==> src/design/crcfsv_pkg.sv <==
// Package for the CRC-16 frame signer/verifier: payload structs, register
// indexes, status codes and the CRC helper functions.
// No dependencies.
`default_nettype none

package crcfsv_pkg;

   // Configuration port
   localparam int CsrIndexW = 3;
   localparam int CsrDataW  = 16;

   localparam logic [CsrIndexW-1:0] CSR_POLYNOMIAL     = 3'd0;
   localparam logic [CsrIndexW-1:0] CSR_INITIAL_VALUE  = 3'd1;
   localparam logic [CsrIndexW-1:0] CSR_REFLECT_INPUT  = 3'd2;
   localparam logic [CsrIndexW-1:0] CSR_REFLECT_OUTPUT = 3'd3;
   localparam logic [CsrIndexW-1:0] CSR_FINAL_XOR      = 3'd4;

   // Register reset values
   localparam logic [15:0] POLYNOMIAL_RESET    = 16'h1021;
   localparam logic [15:0] INITIAL_VALUE_RESET = 16'hFFFF;
   localparam logic [15:0] FINAL_XOR_RESET     = 16'h0000;

   // Result status codes
   localparam logic [1:0] STATUS_OK       = 2'd0;
   localparam logic [1:0] STATUS_MISMATCH = 2'd1;
   localparam logic [1:0] STATUS_SHORT    = 2'd2;

   // Frame modes
   localparam logic MODE_SIGN   = 1'b0;
   localparam logic MODE_VERIFY = 1'b1;

   // Queue between front and back
   localparam int QueueDepth = 2;
   localparam int QueuePtrW  = 1;
   localparam int QueueCntW  = 2;

   // Verify hold count saturates here
   localparam logic [1:0] HOLD_FULL = 2'd2;

   typedef struct packed {
      logic       func;
      logic [7:0] data_byte;
      logic       last;
   } req_type;

   typedef struct packed {
      logic [15:0] crc_value;
      logic [15:0] received_crc;
      logic [1:0]  status;
   } rsp_type;

   // One classified byte on its way from front to back
   typedef struct packed {
      logic       first;
      logic       mode;
      logic [7:0] data_byte;
      logic       last;
   } entry_type;

   typedef struct packed {
      logic [15:0] polynomial;
      logic [15:0] initial_value;
      logic        reflect_input;
      logic        reflect_output;
      logic [15:0] final_xor;
   } cfg_type;

   function automatic logic [7:0] rev8(input logic [7:0] v);
      logic [7:0] r;
      for (int k = 0; k < 8; k++) begin
         r[k] = v[7-k];
      end
      return r;
   endfunction

   function automatic logic [15:0] rev16(input logic [15:0] v);
      logic [15:0] r;
      for (int k = 0; k < 16; k++) begin
         r[k] = v[15-k];
      end
      return r;
   endfunction

   // One byte through the CRC register, MSB-first, eight polynomial steps
   function automatic logic [15:0] crc_absorb(input logic [15:0] crc,
                                              input logic [7:0]  b,
                                              input logic [15:0] poly,
                                              input logic        refl);
      logic [15:0] c;
      logic [7:0]  bb;
      bb = refl ? rev8(b) : b;
      c  = crc ^ {bb, 8'h00};
      for (int k = 0; k < 8; k++) begin
         if (c[15]) begin
            c = {c[14:0], 1'b0} ^ poly;
         end else begin
            c = {c[14:0], 1'b0};
         end
      end
      return c;
   endfunction

   function automatic logic [15:0] crc_finish(input logic [15:0] crc,
                                              input logic        refl,
                                              input logic [15:0] fxor);
      logic [15:0] c;
      c = refl ? rev16(crc) : crc;
      return c ^ fxor;
   endfunction

endpackage

`default_nettype wire

==> src/design/crcfsv_front.sv <==
// Front end: accepts frame bytes, tags the first byte of each frame and
// latches the frame mode. Depends on crcfsv_pkg.
`default_nettype none

module crcfsv_front (
   input  wire logic                clock,
   input  wire logic                reset,
   input  wire logic                req_valid,
   output logic                     req_stall,
   input  wire crcfsv_pkg::req_type req_payload,
   output logic                     push_valid,
   input  wire logic                push_full,
   output crcfsv_pkg::entry_type    push_entry
);
   import crcfsv_pkg::*;

   logic in_frame_ff, in_frame_in;
   logic mode_ff, mode_in;
   logic transfer;

   // Stall whenever the queue has no room
   assign req_stall  = push_full;
   assign transfer   = req_valid && !push_full;
   assign push_valid = transfer;

   // Classify the byte: frame start picks up the mode from func
   always_comb begin
      push_entry.first     = !in_frame_ff;
      push_entry.mode      = in_frame_ff ? mode_ff : req_payload.func;
      push_entry.data_byte = req_payload.data_byte;
      push_entry.last      = req_payload.last;
   end

   // Track frame boundaries
   always_comb begin
      in_frame_in = in_frame_ff;
      mode_in     = mode_ff;
      if (transfer) begin
         in_frame_in = !req_payload.last;
         mode_in     = push_entry.mode;
      end
   end

   always_ff @(posedge clock) begin
      if (reset) begin
         in_frame_ff <= 1'b0;
         mode_ff     <= MODE_SIGN;
      end else begin
         in_frame_ff <= in_frame_in;
         mode_ff     <= mode_in;
      end
   end

endmodule

`default_nettype wire

==> src/design/crcfsv_queue.sv <==
// Short queue of classified bytes between front and back.
// Depends on crcfsv_pkg.
`default_nettype none

module crcfsv_queue (
   input  wire logic                  clock,
   input  wire logic                  reset,
   input  wire logic                  push_valid,
   input  wire crcfsv_pkg::entry_type push_entry,
   output logic                       full,
   output logic                       pop_valid,
   input  wire logic                  pop_take,
   output crcfsv_pkg::entry_type      pop_entry
);
   import crcfsv_pkg::*;

   entry_type              slot_ff [QueueDepth];
   logic [QueuePtrW-1:0]   wr_ptr_ff, wr_ptr_in;
   logic [QueuePtrW-1:0]   rd_ptr_ff, rd_ptr_in;
   logic [QueueCntW-1:0]   count_ff, count_in;
   logic                   do_push, do_pop;

   assign full      = (count_ff == QueueCntW'(QueueDepth));
   assign pop_valid = (count_ff != '0);
   assign pop_entry = slot_ff[rd_ptr_ff];
   assign do_push   = push_valid && !full;
   assign do_pop    = pop_take && pop_valid;

   // Advance pointers and occupancy
   always_comb begin
      wr_ptr_in = do_push ? wr_ptr_ff + 1'b1 : wr_ptr_ff;
      rd_ptr_in = do_pop ? rd_ptr_ff + 1'b1 : rd_ptr_ff;
      count_in  = count_ff;
      if (do_push && !do_pop) begin
         count_in = count_ff + 1'b1;
      end else if (do_pop && !do_push) begin
         count_in = count_ff - 1'b1;
      end
   end

   always_ff @(posedge clock) begin
      if (reset) begin
         wr_ptr_ff <= '0;
         rd_ptr_ff <= '0;
         count_ff  <= '0;
      end else begin
         wr_ptr_ff <= wr_ptr_in;
         rd_ptr_ff <= rd_ptr_in;
         count_ff  <= count_in;
      end
   end

   // Store payload
   always_ff @(posedge clock) begin
      if (do_push) begin
         slot_ff[wr_ptr_ff] <= push_entry;
      end
   end

endmodule

`default_nettype wire

==> src/design/crcfsv_back.sv <==
// Back end: runs the CRC update, the verify hold register and the result
// register. Depends on crcfsv_pkg.
`default_nettype none

module crcfsv_back (
   input  wire logic                  clock,
   input  wire logic                  reset,
   input  wire crcfsv_pkg::cfg_type   cfg,
   input  wire logic                  pop_valid,
   output logic                       pop_take,
   input  wire crcfsv_pkg::entry_type pop_entry,
   output logic                       rsp_valid,
   input  wire logic                  rsp_stall,
   output crcfsv_pkg::rsp_type        rsp_payload
);
   import crcfsv_pkg::*;

   logic [15:0] crc_ff, crc_in;
   logic [7:0]  held0_ff, held0_in;
   logic [7:0]  held1_ff, held1_in;
   logic [1:0]  seen_ff, seen_in;
   logic        rsp_valid_ff, rsp_valid_in;
   rsp_type     rsp_ff, rsp_in;

   logic [15:0] crc_base;
   logic [7:0]  held1_base;
   logic [1:0]  seen_base;
   logic [15:0] calc;
   logic        room;

   // Take an entry whenever the result register is free or draining
   assign room     = !rsp_valid_ff || !rsp_stall;
   assign pop_take = pop_valid && room;

   // Frame start reloads the running state
   always_comb begin
      crc_base   = pop_entry.first ? cfg.initial_value : crc_ff;
      held1_base = pop_entry.first ? 8'h00 : held1_ff;
      seen_base  = pop_entry.first ? 2'd0 : seen_ff;
   end

   // Absorb a byte: directly in sign mode, delayed by two in verify mode
   always_comb begin
      crc_in   = crc_ff;
      held0_in = held0_ff;
      held1_in = held1_ff;
      seen_in  = seen_ff;
      if (pop_take) begin
         if (pop_entry.mode == MODE_SIGN) begin
            crc_in = crc_absorb(crc_base, pop_entry.data_byte, cfg.polynomial,
                                cfg.reflect_input);
         end else begin
            crc_in = (seen_base == HOLD_FULL)
                   ? crc_absorb(crc_base, held0_ff, cfg.polynomial, cfg.reflect_input)
                   : crc_base;
            held0_in = held1_base;
            held1_in = pop_entry.data_byte;
            seen_in  = (seen_base == HOLD_FULL) ? HOLD_FULL : seen_base + 2'd1;
         end
      end
   end

   assign calc = crc_finish(crc_in, cfg.reflect_output, cfg.final_xor);

   // Build the result at the last byte
   always_comb begin
      rsp_valid_in = rsp_valid_ff && rsp_stall;
      rsp_in       = rsp_ff;
      if (pop_take && pop_entry.last) begin
         rsp_valid_in = 1'b1;
         if (pop_entry.mode == MODE_SIGN) begin
            rsp_in.crc_value    = calc;
            rsp_in.received_crc = 16'h0000;
            rsp_in.status       = STATUS_OK;
         end else if (seen_in != HOLD_FULL) begin
            rsp_in.crc_value    = 16'h0000;
            rsp_in.received_crc = 16'h0000;
            rsp_in.status       = STATUS_SHORT;
         end else begin
            rsp_in.crc_value    = calc;
            rsp_in.received_crc = {held1_in, held0_in};
            rsp_in.status       = (calc == {held1_in, held0_in}) ? STATUS_OK
                                                                  : STATUS_MISMATCH;
         end
      end
   end

   always_ff @(posedge clock) begin
      if (reset) begin
         rsp_valid_ff <= 1'b0;
         seen_ff      <= 2'd0;
      end else begin
         rsp_valid_ff <= rsp_valid_in;
         seen_ff      <= seen_in;
      end
   end

   // Hold payload state
   always_ff @(posedge clock) begin
      crc_ff   <= crc_in;
      held0_ff <= held0_in;
      held1_ff <= held1_in;
      rsp_ff   <= rsp_in;
   end

   assign rsp_valid   = rsp_valid_ff;
   assign rsp_payload = rsp_ff;

endmodule

`default_nettype wire

==> src/design/crc16_frame_sign_verify.sv <==
// Top level of the CRC-16 frame signer/verifier: configuration registers,
// front end, queue and back end. Depends on crcfsv_pkg and its submodules.
//
//   channel   direction  handshake             payload
//   req_      in         req_valid/req_stall   req_type: func, data_byte, last
//   rsp_      out        rsp_valid/rsp_stall   rsp_type: crc_value, received_crc, status
//   csr_      in         csr_wr_en             csr_index, csr_wr_data
//
// One byte per cycle sustained while rsp_stall is low; the eight-step CRC update
// of the back end is unrolled into combinational logic.
// A result passes through the queue and then the result register after its last byte transfers.
// Reset (synchronous) restores all configuration registers and empties the queue.
// The two-entry queue lets the front keep taking bytes while a result stalls, until it is full.
`default_nettype none

module crc16_frame_sign_verify (
   input  wire logic                                  clock,
   input  wire logic                                  reset,
   input  wire logic                                  req_valid,
   output logic                                       req_stall,
   input  wire crcfsv_pkg::req_type                   req_payload,
   output logic                                       rsp_valid,
   input  wire logic                                  rsp_stall,
   output crcfsv_pkg::rsp_type                        rsp_payload,
   input  wire logic                                  csr_wr_en,
   input  wire logic [crcfsv_pkg::CsrIndexW-1:0]      csr_index,
   input  wire logic [crcfsv_pkg::CsrDataW-1:0]       csr_wr_data
);
   import crcfsv_pkg::*;

   cfg_type   cfg_ff, cfg_in;
   logic      push_valid, push_full;
   entry_type push_entry;
   logic      pop_valid, pop_take;
   entry_type pop_entry;

   // Decode configuration writes; unknown indexes are dropped
   always_comb begin
      cfg_in = cfg_ff;
      if (csr_wr_en) begin
         unique case (csr_index)
            CSR_POLYNOMIAL:     cfg_in.polynomial     = csr_wr_data;
            CSR_INITIAL_VALUE:  cfg_in.initial_value  = csr_wr_data;
            CSR_REFLECT_INPUT:  cfg_in.reflect_input  = csr_wr_data[0];
            CSR_REFLECT_OUTPUT: cfg_in.reflect_output = csr_wr_data[0];
            CSR_FINAL_XOR:      cfg_in.final_xor      = csr_wr_data;
            default:            cfg_in = cfg_ff;
         endcase
      end
   end

   always_ff @(posedge clock) begin
      if (reset) begin
         cfg_ff.polynomial     <= POLYNOMIAL_RESET;
         cfg_ff.initial_value  <= INITIAL_VALUE_RESET;
         cfg_ff.reflect_input  <= 1'b0;
         cfg_ff.reflect_output <= 1'b0;
         cfg_ff.final_xor      <= FINAL_XOR_RESET;
      end else begin
         cfg_ff <= cfg_in;
      end
   end

   crcfsv_front u_front (
      .clock       (clock),
      .reset       (reset),
      .req_valid   (req_valid),
      .req_stall   (req_stall),
      .req_payload (req_payload),
      .push_valid  (push_valid),
      .push_full   (push_full),
      .push_entry  (push_entry)
   );

   crcfsv_queue u_queue (
      .clock      (clock),
      .reset      (reset),
      .push_valid (push_valid),
      .push_entry (push_entry),
      .full       (push_full),
      .pop_valid  (pop_valid),
      .pop_take   (pop_take),
      .pop_entry  (pop_entry)
   );

   crcfsv_back u_back (
      .clock       (clock),
      .reset       (reset),
      .cfg         (cfg_ff),
      .pop_valid   (pop_valid),
      .pop_take    (pop_take),
      .pop_entry   (pop_entry),
      .rsp_valid   (rsp_valid),
      .rsp_stall   (rsp_stall),
      .rsp_payload (rsp_payload)
   );

endmodule

`default_nettype wire
==> config.mk <==
export PLATFORM = sky130hd
export DESIGN_NAME = crc16_frame_sign_verify
export DESIGN_NICKNAME = d
export VERILOG_FILES = /design/src/design/crcfsv_pkg.sv /design/src/design/crcfsv_front.sv /design/src/design/crcfsv_queue.sv /design/src/design/crcfsv_back.sv /design/src/design/crc16_frame_sign_verify.sv
export SDC_FILE = /design/constraint.sdc
export NUM_CORES = 1
export LEC_CHECK = 0
export BUFFER_PORTS_ARGS = -buffer_cell sky130_fd_sc_hd__buf_2
export CORE_MARGIN = 10
export CORE_UTILIZATION = 63
export CTS_BUF_LIST = sky130_fd_sc_hd__clkbuf_16
export DETAILED_ROUTE_END_ITERATION = 10
export PLACE_DENSITY_LB_ADDON = 0.3
export SLEW_MARGIN = 30
export SYNTH_ARGS = -nofsm -noshare
export SYNTH_HDL_FRONTEND = slang
export SYNTH_SLANG_ARGS = --single-unit
==> constraint.sdc <==
create_clock -name clock -period 7.93 [get_ports clock]
set_clock_uncertainty 0.15 [all_clocks]
set_input_delay 1.586 -clock clock [delete_from_list [all_inputs] [get_ports clock]]
set_output_delay 1.586 -clock clock [all_outputs]
set_load 0.01 [all_outputs]
Word level (Yosys, flattened, before mapping)
Memories as Yosys holds them, arrays and structs flattened. A register that Yosys moved wholly into a read port is not among the register bits.
Cells that the tools add are included.
- input bits: 34
- bits in writable memories: 22
- output and inout port bits: 36
- register bits: 125
- memories: 1
- logic and storage cells: 149
- memory list (name ; words ; width ; rd ports ; clocked after memory_dff ; wr ports ; line ; source):
    u_queue.slot_ff ; 2 ; 11 ; 1 ; 1 ; 1 ; crcfsv_queue.sv:17 ; entry_type slot_ff [QueueDepth];
- mux-type cells: 71
- bitwise logic cells: 20
- add/subtract/negate cells: 5
- equality and inequality tests: 8
- reduce and logical (&&, ||, !) cells: 25
- operators by type and width (kind ; number):
    16-bit two-way mux ; 49
    16-bit bitwise XOR ; 19
    34-bit two-way mux ; 2
    8-bit two-way mux ; 7
    16-bit equality test ; 1
    2-bit two-way mux ; 6
    2-bit AND reduction ; 5
    1-bit logical AND ; 8
    1-bit zero test ; 7
    1-bit two-way mux ; 7
    3-bit by 2-bit equality test with 1-bit output (second input constant) ; 2
    2-bit by 1-bit adder with 2-bit output (second input constant) ; 2
    2-bit equality test (second input constant) ; 2
    2-bit nonzero test ; 2
    3-bit by 1-bit equality test with 1-bit output (second input constant) ; 1
    3-bit equality test (second input constant) ; 1
    3-bit zero test ; 1
    1-bit adder (second input constant) ; 2
    2-bit inequality test (second input constant) ; 1
    2-bit OR reduction ; 1
    2-bit by 1-bit subtractor with 2-bit output (second input constant) ; 1
    1-bit logical OR ; 1
    1-bit inverter ; 1

Depth between registers and ports, before layout
Gate-level depths: netlist of the first run.
- word-level depth: 41
- depth in mapped cells: 26
- mapped depth without buffers: 19

Hierarchy
A second synthesis of the first run with hierarchy kept.
- cells, all modules: 1695
- area total of the unflattened synthesis: 13755.7 um2
- modules (own cells, without submodules) (module ; times used ; cells an instance ; area each (um2) ; sequential area each (um2)):
    crcfsv_back ; 1 ; 1411 ; 10466.3 ; 1721.7
    crc16_frame_sign_verify ; 1 ; 203 ; 2083.2 ; 1001.0
    crcfsv_queue ; 1 ; 59 ; 1009.7 ; 760.7
    crcfsv_front ; 1 ; 22 ; 196.4 ; 40.0

Worst setup path before layout of the first run
Ideal clock, no wire load.
- kind: flip-flop to flip-flop
- start point: reg (tool-made name)
- end point: reg u_back.rsp_ff (netlist bit u_back.rsp_payload[0]) (data pin)
- required time: 7.516 ns
- path slack: 1.407 ns
- path buffers: 2
- arrival time: 6.109 ns
- clock period less this slack: 6.523 ns
- stages on the path, launching flop included: 22
- setup time: 0.264 ns
- path through: dfxtp_1 mux2i_1 buf_6 mux2i_4 buf_6 mux2i_2 nand2_1 a211oi_1 nor4_1 o31a_1 or4_4 a31oi_4 mux2_1 xnor3_1 a21oi_1 o31ai_4 a211oi_1 mux2i_1 o221ai_1 a2111oi_2 o2111ai_1 o41a_1
- RTL lines (element ; line ; source):
    end signal: assignment ; crcfsv_back.sv:103 ; rsp_ff <= rsp_in;
    end: declaration ; crcfsv_back.sv:23 ; rsp_type rsp_ff, rsp_in;

==> results of run 1 <==
[logic make-up (layout without fill, tap and decap cells)]
| logic type | count (synthesis) | after routing | synth area share, % |
|---|---|---|---|
| multiplexers | 71 | 71 | 6.18 |
| AND/OR/NAND/NOR | 583 | 583 | 21.5 |
| flip-flops | 148 | 148 | 28.0 |
| adder cells (fa/ha/maj) | 3 | 3 | 0.299 |
| XOR/XNOR | 236 | 236 | 19.9 |
| buffers and inverters | 156 | 195 | 5.04 |
| AO/OA/AOI/OAI | 333 | 333 | 19.1 |
| other | 0 | 1 | 0 |
[flip-flops by register name (all words and copies together), names as in the netlist, named ones only]
signal	cells
cfg_ff	50
u_back.crc_ff	16
u_back.held0_ff	8
u_back.held1_ff	8
u_back.rsp_payload	34
u_back.rsp_valid	1
u_back.seen_ff	2
u_front.in_frame_ff	1
u_front.mode_ff	1
u_queue.count_ff	2
u_queue.rd_ptr_ff	1
u_queue.slot_ff	22
u_queue.wr_ptr_ff	1
[final cells by class]
cell class / count / area, um2 / share of cell area [%]
clock buffer: 19 / 475 / 3.43
tap: 265 / 332 / 2.39
multi-input combinational: 1226 / 8450 / 61.0
inverter: 38 / 143 / 1.03
sequential: 148 / 3520 / 25.4
clock inverter: 13 / 125 / 0.904
timing repair buffer: 125 / 798 / 5.77
antenna: 1 / 2.50 / 0.0181
[per-layer routing]
metal,up-vias,track usage [%]
li1,5457,-
met1,5679,39.6
met2,757,49.1
met3,152,5.24
met4,0,16.5
met5,-,0
[power groups by stage]
| stage | clock network, mW | registers (mW) | logic [mW] |
|---|---|---|---|
| final | 0.805 | 1.12 | 5.00 |
| after global routing | 0.834 | 1.13 | 5.35 |
| after CTS | 0.806 | 1.11 | 4.86 |
| after detailed placement | 0 | 1.13 | 4.80 |
| after global placement | 0 | 1.12 | 4.76 |
| after floorplan | 0 | 1.12 | 3.70 |
[worst register-to-register path: cells and delay by family, from the launching register on]
family | cells | cell delay (ns)
xor gates and xnor gates | 4 | 1.73
AOI/OAI and AO/OA | 10 | 2.58
buffers and inverters | 1 | 0.29
and+or+nand+nor | 3 | 0.82
muxes | 2 | 1.00
DFF | 1 | 0.39
[layout by cell type, fill, tap and decap left out, types with 11 or more instances in the layout]
cell type,count
o2111a_1,12
o21ai_0,43
nand3_1,53
a311oi_1,15
buf_2,69
nor2_1,95
xnor3_1,19
a211o_1,13
o211ai_1,13
nand3b_1,21
buf_4,54
inv_1,36
nor3_1,16
edfxtp_1,56
nand2_1,285
o31ai_1,12
xnor2_1,158
mux2i_1,50
and2_1,11
xor2_1,42
and3_1,31
a211oi_1,20
mux2_2,12
a21oi_1,95
dfxtp_1,92
clkbuf_16,19
o211a_1,11
[cell usage after synthesis (5+ instances only)]
cell      instances  share of area (%)
nand2_1         285                8.5
xnor2_1         158                 11
nor2_1           97                2.9
a21oi_1          95                3.8
dfxtp_1          92                 15
clkbuf_1         90                2.7
edfxtp_1         56                 13
nand3_1          53                2.1
mux2i_1          51                4.1
o21ai_0          43                1.7
xor2_1           42                2.9
inv_1            36                1.1
and3_1           31                1.5
nand3b_1         21                1.3
a211oi_1         20                1.2
xnor3_1          19                3.4
nor3_1           17               0.68
a311oi_1         15                1.0
buf_2            14               0.56
a211o_1          13               0.91
o211ai_1         13               0.78
mux2_2           12                1.1
o2111a_1         12                1.1
o31ai_1          12               0.72
and2_1           11               0.55
nor2b_1          11               0.55
o211a_1          11               0.88
xnor2_2          10                1.3
nand4_1           9               0.45
nand2b_1          8               0.40
o21a_1            8               0.48
buf_1             7               0.21
nor4_1            7               0.35
a22o_1            6               0.42
a31oi_1           6               0.30
o221ai_1          6               0.42
o22ai_1           6               0.30
o31a_1            6               0.42
or3_1             6               0.30
a21o_1            5               0.30
o21ai_1           5               0.20
[worst paths after layout]
check,slack (ns),endpoint,start,cells past startpoint
max reg2reg,0.72,u_back.rsp_payload[0],flop,20
min,0.31,cfg_ff[44],cfg_ff[44],2
min reg2reg,0.31,cfg_ff[44],cfg_ff[44],2
max,0.72,u_back.rsp_payload[0],flop,20
==> report_table.html, run 1 <==
<table>
<tr><th>Metric</th><th>Value</th></tr>
<tr><th colspan="2">Worst setup path</th></tr>
<tr><td>Required time at the endpoint of the critical path</td><td>between 7 and 8 ns</td></tr>
<tr><td>WS Path Type</td><td>reg2reg</td></tr>
<tr><td>Crit path buf inv count</td><td>1</td></tr>
<tr><td>Slowest Stage Delay on Critical Path</td><td>roughly 0.63 ns</td></tr>
<tr><td>CP top delay family</td><td>compound AO/OA/AOI/OAI gates</td></tr>
<tr><td>Worst-path maximum fanout</td><td>15</td></tr>
<tr><td>Arrival time reported for the critical path endpoint</td><td>7.24 ns</td></tr>
<tr><td>Element type at the critical path end</td><td>flop</td></tr>
<tr><td>Crit-path slowest cell</td><td>xor2_2</td></tr>
<tr><td>Setup crit start kind</td><td>flop</td></tr>
<tr><td>Sequence of cells on the critical path</td><td>mux2i_4, mux2i_4, xnor2_2, xnor2_1, or3_1, and4_1, a2111o_1, a211oi_1, nand3b_1, xnor3_1, xor2_2, buf_4, a211o_1, a21oi_1, a211o_1, a221oi_2, o22ai_1, a2111oi_2, o2111ai_1, o41a_1</td></tr>
<tr><th colspan="2">Placement</th></tr>
<tr><td>Area after detailed placement</td><td>0.0132 mm2</td></tr>
<tr><td># port buffers</td><td>69</td></tr>
<tr><td>Cell Count Post-Placement</td><td>1801</td></tr>
<tr><td>Sum of net half-perimeters after detailed placement</td><td>29900 um</td></tr>
<tr><td>Final weighted congestion in routability-driven placement</td><td>1.00</td></tr>
<tr><td>Worst slack at placement</td><td>0.839 ns</td></tr>
<tr><th colspan="2">STA</th></tr>
<tr><td>Normalized max-slew margin</td><td>around a third</td></tr>
<tr><td>Clock period minus final worst setup slack</td><td>just over 7 ns</td></tr>
<tr><td>Total negative slack</td><td>0 ns</td></tr>
<tr><td>Hold slack final</td><td>0.307 ns</td></tr>
<tr><td>Fmax achieved</td><td>between 100 and 150 MHz</td></tr>
<tr><td>Part of the cycle the worst path needs</td><td>91.0%</td></tr>
<tr><td>Final max-slew violation count</td><td>0</td></tr>
<tr><td>Final hold vios</td><td>0</td></tr>
<tr><td>Count of final setup violators</td><td>0</td></tr>
<tr><td>Transition time at the pin with the least slew margin</td><td>about 0.98 ns</td></tr>
<tr><td>Final setup slack of the worst path</td><td>0.717 ns</td></tr>
<tr><td>Setup repair after global routing missed its margin</td><td>no</td></tr>
<tr><th colspan="2">Final layout</th></tr>
<tr><td>Fin nets</td><td>1593</td></tr>
<tr><td>Final non-filler cell total</td><td>1835</td></tr>
<tr><td>Proportion of layout cells with a drive suffix above 1</td><td>between 10% and 20%</td></tr>
<tr><td>Filler cells</td><td>1550</td></tr>
<tr><td>Area Growth Syn to Fin</td><td>10.1%</td></tr>
<tr><td>Post-route core utilization</td><td>70.9%</td></tr>
<tr><td>Final std cell area, no fill</td><td>0.0138 mm2</td></tr>
<tr><th colspan="2">Floorplan</th></tr>
<tr><td>Core footprint</td><td>0.0195 mm2</td></tr>
<tr><td>Die boundary width</td><td>around 160 um</td></tr>
<tr><td>Die Ht</td><td>161 um</td></tr>
<tr><td>Total die area</td><td>between 0.02 and 0.03 mm2</td></tr>
<tr><td>Top-Level Pins</td><td>70</td></tr>
<tr><td>Placement row count</td><td>51</td></tr>
<tr><td>Starting density of the core</td><td>64.4%</td></tr>
<tr><th colspan="2">Route</th></tr>
<tr><td>Post-route DRC violation count</td><td>0</td></tr>
<tr><td>Max Used Layer</td><td>met4</td></tr>
<tr><td>Total detailed-routing wirelength</td><td>slightly above 40000 um</td></tr>
<tr><td>Via count of the routed design</td><td>between 10000 and 15000</td></tr>
<tr><td>Sum of met3 wire segment lengths after detailed routing</td><td>4150 um</td></tr>
<tr><td>Post-DRT Antenna Nets</td><td>0</td></tr>
<tr><td>Via density</td><td>roughly 6.6</td></tr>
<tr><td>Final routed wire length divided by cell count</td><td>approximately 22 um</td></tr>
<tr><td>Detailed route wirelength on metal2</td><td>18700 um</td></tr>
<tr><td>Starting DRT DRC Count</td><td>1464</td></tr>
<tr><td>Sum of routed wire segments on met1</td><td>16200 um</td></tr>
<tr><td>First-pass iteration count of the detailed router</td><td>6</td></tr>
<tr><th colspan="2">CTS</th></tr>
<tr><td>Clock sink count</td><td>about 150</td></tr>
<tr><td>Hold Buf Count CTS</td><td>0</td></tr>
<tr><td>CTS root buf</td><td>clkbuf_16</td></tr>
<tr><td>Number of buffers inserted by post-CTS setup repair</td><td>0</td></tr>
<tr><td>Clock transition at the registers of the reported paths</td><td>0.07 ns</td></tr>
<tr><td>Cells resized by post-CTS repair</td><td>0</td></tr>
<tr><td>Number of buffers between clock root and the deepest sink</td><td>2</td></tr>
<tr><td>Clock Latency Late Sink</td><td>0.43 ns</td></tr>
<tr><td>CTS tree</td><td>built</td></tr>
<tr><td>Number of levels the H-tree was split into</td><td>4</td></tr>
<tr><td>CTS Buf Count</td><td>17</td></tr>
<tr><th colspan="2">Power and ir drop</th></tr>
<tr><td>Power density cells</td><td>500 mW/mm2</td></tr>
<tr><td>Clock share of power</td><td>11.6%</td></tr>
<tr><td>Net switching power</td><td>between 3 and 4 mW</td></tr>
<tr><td>Peak VDD IR</td><td>0.375 mV</td></tr>
<tr><td>Internal</td><td>around 3.4 mW</td></tr>
<tr><td>Switching power share of the total</td><td>between 50 and 60%</td></tr>
<tr><td>Standby leakage power</td><td>5.50 nW</td></tr>
<tr><td>Share of total power in combinational logic</td><td>72.2%</td></tr>
<tr><td>Total power after layout</td><td>6.93 mW</td></tr>
<tr><td>Sequential cell fraction of total power</td><td>16.1%</td></tr>
<tr><th colspan="2">Global routing</th></tr>
<tr><td>Overall routing resource usage</td><td>a little under a third</td></tr>
<tr><td>Vias in the first global route</td><td>11566</td></tr>
<tr><td>Maximum number of pins on one net before global-route repair</td><td>41</td></tr>
<tr><td>Number of antenna violations at the first check in global routing</td><td>1</td></tr>
<tr><td>First-pass GRT wire length</td><td>64900 um</td></tr>
<tr><td>Leftover overflow at the end of global routing</td><td>0</td></tr>
<tr><th colspan="2">Min path</th></tr>
<tr><td>Worst hold-check path type</td><td>reg2reg</td></tr>
<tr><th colspan="2">Logic synthesis</th></tr>
<tr><td>Yosys warning total</td><td>0</td></tr>
<tr><td>Dominant register cell in the synthesized netlist</td><td>dfxtp_1</td></tr>
<tr><td>Post-synth design cell area</td><td>around 0.013 mm2</td></tr>
<tr><td>Share of synthesized flip-flops with an asynchronous set or reset</td><td>0%</td></tr>
<tr><td>Number of synthesized register bits</td><td>148</td></tr>
<tr><td>Post-synthesis instance total</td><td>1530</td></tr>
<tr><td>Sequential element share of the synthesized area</td><td>28.0%</td></tr>
<tr><td>Synth Area per Inst</td><td>around 8.2 um2</td></tr>
<tr><td>Net count of the mapped netlist</td><td>between 1500 and 2000</td></tr>
<tr><td>Number of synthesized flops with an enable pin</td><td>56</td></tr>
<tr><td>Post-synth cell types</td><td>between 90 and 100</td></tr>
<tr><th colspan="2">Run status</th></tr>
<tr><td>Status</td><td>finished clean</td></tr>
<tr><th colspan="2">Run</th></tr>
<tr><td>Reported max-cap violation count</td><td>0</td></tr>
</table>
(Power assumes the default switching activity.)
==> run 2, diff against run 1 <==
--- a/config.mk
+++ b/config.mk
@@ -7,11 +7,13 @@
 export LEC_CHECK = 0
 export BUFFER_PORTS_ARGS = -buffer_cell sky130_fd_sc_hd__buf_2
 export CORE_MARGIN = 10
-export CORE_UTILIZATION = 63
+export CORE_UTILIZATION = 64
 export CTS_BUF_LIST = sky130_fd_sc_hd__clkbuf_16
 export DETAILED_ROUTE_END_ITERATION = 10
+export GPL_TIMING_DRIVEN = 0
 export PLACE_DENSITY_LB_ADDON = 0.3
 export SLEW_MARGIN = 30
 export SYNTH_ARGS = -nofsm -noshare
 export SYNTH_HDL_FRONTEND = slang
+export SYNTH_HIERARCHICAL = 1
 export SYNTH_SLANG_ARGS = --single-unit
==> run 2 against run 1 <==
- flip-flop and latch count stayed put
- synthesized cell count up 11%
- area after synthesis increased by 9.4%
- final area up 9.7%
- first-iteration DRC count is 63% higher
- die area is 6.7% higher
- utilization increased by 1.1 points
- largest power group unchanged
==> report_table.html, run 2 <==
<table>
<tr><th>Metric</th><th>Value</th></tr>
<tr><th colspan="2">Run status</th></tr>
<tr><td>Status</td><td>finished clean</td></tr>
<tr><th colspan="2">Global routing</th></tr>
<tr><td>Maximum number of pins on one net before global-route repair</td><td>35 (-15%)</td></tr>
<tr><td>Vias in the first global route</td><td>13728 (+19%)</td></tr>
<tr><td>Number of antenna violations at the first check in global routing</td><td>0 (-1)</td></tr>
<tr><td>First-pass GRT wire length</td><td>79600 um (+23%)</td></tr>
<tr><td>Overall routing resource usage</td><td>35.6% (+4.7 points)</td></tr>
<tr><td>Leftover overflow at the end of global routing</td><td>0 (unchanged)</td></tr>
<tr><th colspan="2">STA</th></tr>
<tr><td>Normalized max-slew margin</td><td>40.2% (+5.7 points)</td></tr>
<tr><td>Count of final setup violators</td><td>0 (unchanged)</td></tr>
<tr><td>Fmax achieved</td><td>128 MHz (-7.4%)</td></tr>
<tr><td>Final hold vios</td><td>0 (unchanged)</td></tr>
<tr><td>Final setup slack of the worst path</td><td>0.137 ns (-0.580 ns)</td></tr>
<tr><td>Final max-slew violation count</td><td>0 (unchanged)</td></tr>
<tr><td>Transition time at the pin with the least slew margin</td><td>0.871 ns (-0.110 ns)</td></tr>
<tr><td>Total negative slack</td><td>0 ns (unchanged)</td></tr>
<tr><td>Clock period minus final worst setup slack</td><td>7.79 ns (+0.580 ns)</td></tr>
<tr><td>Hold slack final</td><td>0.337 ns (+0.0297 ns)</td></tr>
<tr><td>Part of the cycle the worst path needs</td><td>98.3% (+7.3 points)</td></tr>
<tr><th colspan="2">Route</th></tr>
<tr><td>Final routed wire length divided by cell count</td><td>25.4 um (+13%)</td></tr>
<tr><td>Post-DRT Antenna Nets</td><td>0 (unchanged)</td></tr>
<tr><td>Via density</td><td>6.99 (+6.5%)</td></tr>
<tr><td>Total detailed-routing wirelength</td><td>52600 um (+27%)</td></tr>
<tr><td>Post-route DRC violation count</td><td>0 (unchanged)</td></tr>
<tr><td>Via count of the routed design</td><td>14446 (+20%)</td></tr>
<tr><td>Starting DRT DRC Count</td><td>2390 (+63%)</td></tr>
<tr><td>First-pass iteration count of the detailed router</td><td>9 (+3)</td></tr>
<tr><th colspan="2">CTS</th></tr>
<tr><td>Clock transition at the registers of the reported paths</td><td>0.07 ns (about the same)</td></tr>
<tr><td>Clock Latency Late Sink</td><td>0.42 ns (about the same)</td></tr>
<tr><td>CTS root buf</td><td>clkbuf_16</td></tr>
<tr><td>Clock sink count</td><td>148 (unchanged)</td></tr>
<tr><td>Number of buffers between clock root and the deepest sink</td><td>2 (unchanged)</td></tr>
<tr><td>CTS tree</td><td>built</td></tr>
<tr><td>CTS Buf Count</td><td>17 (unchanged)</td></tr>
<tr><td>Number of levels the H-tree was split into</td><td>4 (unchanged)</td></tr>
<tr><th colspan="2">Run</th></tr>
<tr><td>Reported max-cap violation count</td><td>0 (unchanged)</td></tr>
<tr><th colspan="2">Floorplan</th></tr>
<tr><td>Top-Level Pins</td><td>70 (unchanged)</td></tr>
<tr><td>Core footprint</td><td>0.0211 mm2 (+8.0%)</td></tr>
<tr><td>Total die area</td><td>0.0278 mm2 (+6.7%)</td></tr>
<tr><td>Die boundary width</td><td>167 um (+3.3%)</td></tr>
<tr><td>Starting density of the core</td><td>65.2% (+0.83 points)</td></tr>
<tr><td>Die Ht</td><td>167 um (+3.3%)</td></tr>
<tr><td>Placement row count</td><td>53 (+3.9%)</td></tr>
<tr><th colspan="2">Worst setup path</th></tr>
<tr><td>Element type at the critical path end</td><td>flop</td></tr>
<tr><td>Worst-path maximum fanout</td><td>10 (-5)</td></tr>
<tr><td>Required time at the endpoint of the critical path</td><td>7.91 ns (-0.04 ns)</td></tr>
<tr><td>Crit-path slowest cell</td><td>a2111oi_0</td></tr>
<tr><td>Sequence of cells on the critical path</td><td>buf_2, mux2_2, buf_4, mux2i_2, xnor2_2, a221oi_1, and3_1, nor2_1, clkbuf_1, o41ai_1, o221ai_1, o21ai_1, buf_2, xor2_2, nand2_1, xnor2_1, xnor2_1, xnor2_1, a211oi_2, mux2i_1, xor2_1, xnor2_1, a2111oi_0, a31oi_1</td></tr>
<tr><td>WS Path Type</td><td>reg2reg</td></tr>
<tr><td>Slowest Stage Delay on Critical Path</td><td>0.61 ns (-0.02 ns)</td></tr>
<tr><td>Arrival time reported for the critical path endpoint</td><td>7.78 ns (+0.54 ns)</td></tr>
<tr><td>Crit path buf inv count</td><td>4 (+3)</td></tr>
<tr><td>CP top delay family</td><td>compound AO/OA/AOI/OAI gates</td></tr>
<tr><td>R2R setup slack</td><td>0.14 ns (-0.58 ns)</td></tr>
<tr><td>Most common cell on crit path</td><td>xnor2_1</td></tr>
<tr><td>Setup crit start kind</td><td>flop</td></tr>
<tr><th colspan="2">Final layout</th></tr>
<tr><td>Final std cell area, no fill</td><td>0.0152 mm2 (+9.7%)</td></tr>
<tr><td>Proportion of layout cells with a drive suffix above 1</td><td>12.1% (-1.8 points)</td></tr>
<tr><td>Max reg flops</td><td>50 (unchanged)</td></tr>
<tr><td>Fin nets</td><td>1816 (+14%)</td></tr>
<tr><td>Final non-filler cell total</td><td>2067 (+13%)</td></tr>
<tr><td>Commonest non-fill, non-tap cell in the layout</td><td>nor2_1</td></tr>
<tr><td>Post-route core utilization</td><td>72.0% (+1.1 points)</td></tr>
<tr><td>Commonest non-fill, non-tap cells in the layout</td><td>162 x nor2_1, 156 x nand2_1, 121 x o21ai_0</td></tr>
<tr><td>Number of antenna diodes</td><td>0 (-1)</td></tr>
<tr><td>Area Growth Syn to Fin</td><td>10.4%</td></tr>
<tr><td>Register bank with the most flops</td><td>cfg_ff</td></tr>
<tr><th colspan="2">Logic synthesis</th></tr>
<tr><td>Largest area contributor in the netlist</td><td>dfxtp_1</td></tr>
<tr><td>Top cell types by occurrence after synthesis</td><td>162 x nor2_1, 156 x nand2_1, 123 x xnor2_1</td></tr>
<tr><td>Post-synth design cell area</td><td>0.0138 mm2 (+9.4%)</td></tr>
<tr><td>Number of synthesized flops with an enable pin</td><td>56 (unchanged)</td></tr>
<tr><td>Net count of the mapped netlist</td><td>1732 (+11%)</td></tr>
<tr><td>Ranking of synthesized cells by area</td><td>dfxtp_1 13%, edfxtp_1 12%, mux2i_1 8.1%</td></tr>
<tr><td>Post-synth cell types</td><td>99 (+2.1%)</td></tr>
<tr><td>Sequential element share of the synthesized area</td><td>25.6% (-2.4 points)</td></tr>
<tr><td>Share of synthesized flip-flops with an asynchronous set or reset</td><td>0% (unchanged)</td></tr>
<tr><td>Post-synthesis instance total</td><td>1695 (+11%)</td></tr>
<tr><td>Synth Area per Inst</td><td>8.12 um2 (-1.3%)</td></tr>
<tr><td>Number of synthesized register bits</td><td>148 (unchanged)</td></tr>
<tr><td>Most frequent cell after synthesis</td><td>nor2_1</td></tr>
<tr><td>Share of Yosys cell area claimed by the top area cell type</td><td>13.4% (-1.3 points)</td></tr>
<tr><td>Dominant register cell in the synthesized netlist</td><td>dfxtp_1</td></tr>
<tr><td>Yosys warning total</td><td>6 (+6)</td></tr>
<tr><th colspan="2">Placement</th></tr>
<tr><td>Sum of net half-perimeters after detailed placement</td><td>38700 um (+30%)</td></tr>
<tr><td>Worst slack at placement</td><td>0.245 ns (-0.595 ns)</td></tr>
<tr><td># port buffers</td><td>61 (-12%)</td></tr>
<tr><td>Area after detailed placement</td><td>0.0144 mm2 (+9.0%)</td></tr>
<tr><td>Cell Count Post-Placement</td><td>2031 (+13%)</td></tr>
<tr><td>Final weighted congestion in routability-driven placement</td><td>1.07 (+6.8%)</td></tr>
<tr><th colspan="2">Min path</th></tr>
<tr><td>Worst hold-check path type</td><td>reg2reg</td></tr>
<tr><th colspan="2">Power and ir drop</th></tr>
<tr><td>Peak VDD IR</td><td>0.268 mV (-28%)</td></tr>
<tr><td>Total power after layout</td><td>8.19 mW (+18%)</td></tr>
<tr><td>Power density cells</td><td>539 mW/mm2 (+7.8%)</td></tr>
<tr><td>Standby leakage power</td><td>5.82 nW (+5.8%)</td></tr>
</table>
-- run 2: cell count changes in the layout (fill, tap and decap cells not counted), moves of 18 or more --
cell and delta:
a32oi_1 +29, and3_1 -18, buf_4 -38, clkbuf_1 +108, mux2i_1 +60, nand2_1 -129, nand2b_1 +52, nand3b_1 -19
nor2_1 +67, o21ai_0 +78, xnor2_1 -40
-- run 2: per-layer routing --
metal	routed length [um]	up-vias	GRT usage, %
met4	4040	0	25.0
met2	22900	1226	55.3
li1	-	6266	-
met5	0	-	0
met3	6740	289	7.63
met1	18900	6665	43.2
-- run 2: worst register-to-register path, delay by kind of cell (launching register included) --
family          cells  cell delay, ns
compound gates      7            2.47
xor+xnor            7            1.96
buf+inv             4            1.04
mux                 3            1.03
simple gates        3            0.49
flops               1            0.35
-- run 2: kinds of logic after synthesis --
logic type | after synthesis | synth area share [%]
and+or+nand+nor | 544 | 19.0
AOI/OAI and AO/OA | 454 | 22.4
xor gates and xnor gates | 213 | 16.6
buffers and inverters | 202 | 6.19
DFF | 148 | 25.6
muxes | 131 | 9.90
adders and majority gates | 3 | 0.273
-- run 2: final timing paths --
path,from,end,cells after the start
max,flop,u_back/rsp_payload[0],24
min,u_front/mode_ff,u_front/mode_ff,2
max reg2reg,flop,u_back/rsp_payload[0],24
min reg2reg,u_front/mode_ff,u_front/mode_ff,2
-- run 2: final cells by class --
type                       instances  area, um2
clock buffer                      18        450
clock inverter                    14        158
inverter                          40        150
timing repair buffer              65        335
multi-input combinational       1345       9510
buffer                           162        716
sequential                       148       3520
tap                              275        344
fill                            1636       5910
-- run 2: where the power goes --
part | internal, mW | switching (mW) | total (mW)
Sequential | 1.01 | 0.0962 | 1.11
Combinational | 2.33 | 3.92 | 6.25
Clock | 0.468 | 0.356 | 0.824
Total | 3.81 | 4.37 | 8.19
-- run 2: what timing repair did --
| action | in CTS | in global routing |
|---|---|---|
| setup buffers | 0 | 4 |
| hold buffers | 0 | 0 |
| gates resized for setup | 0 | 40 |
| setup endpoints to repair | 0 | 1 |
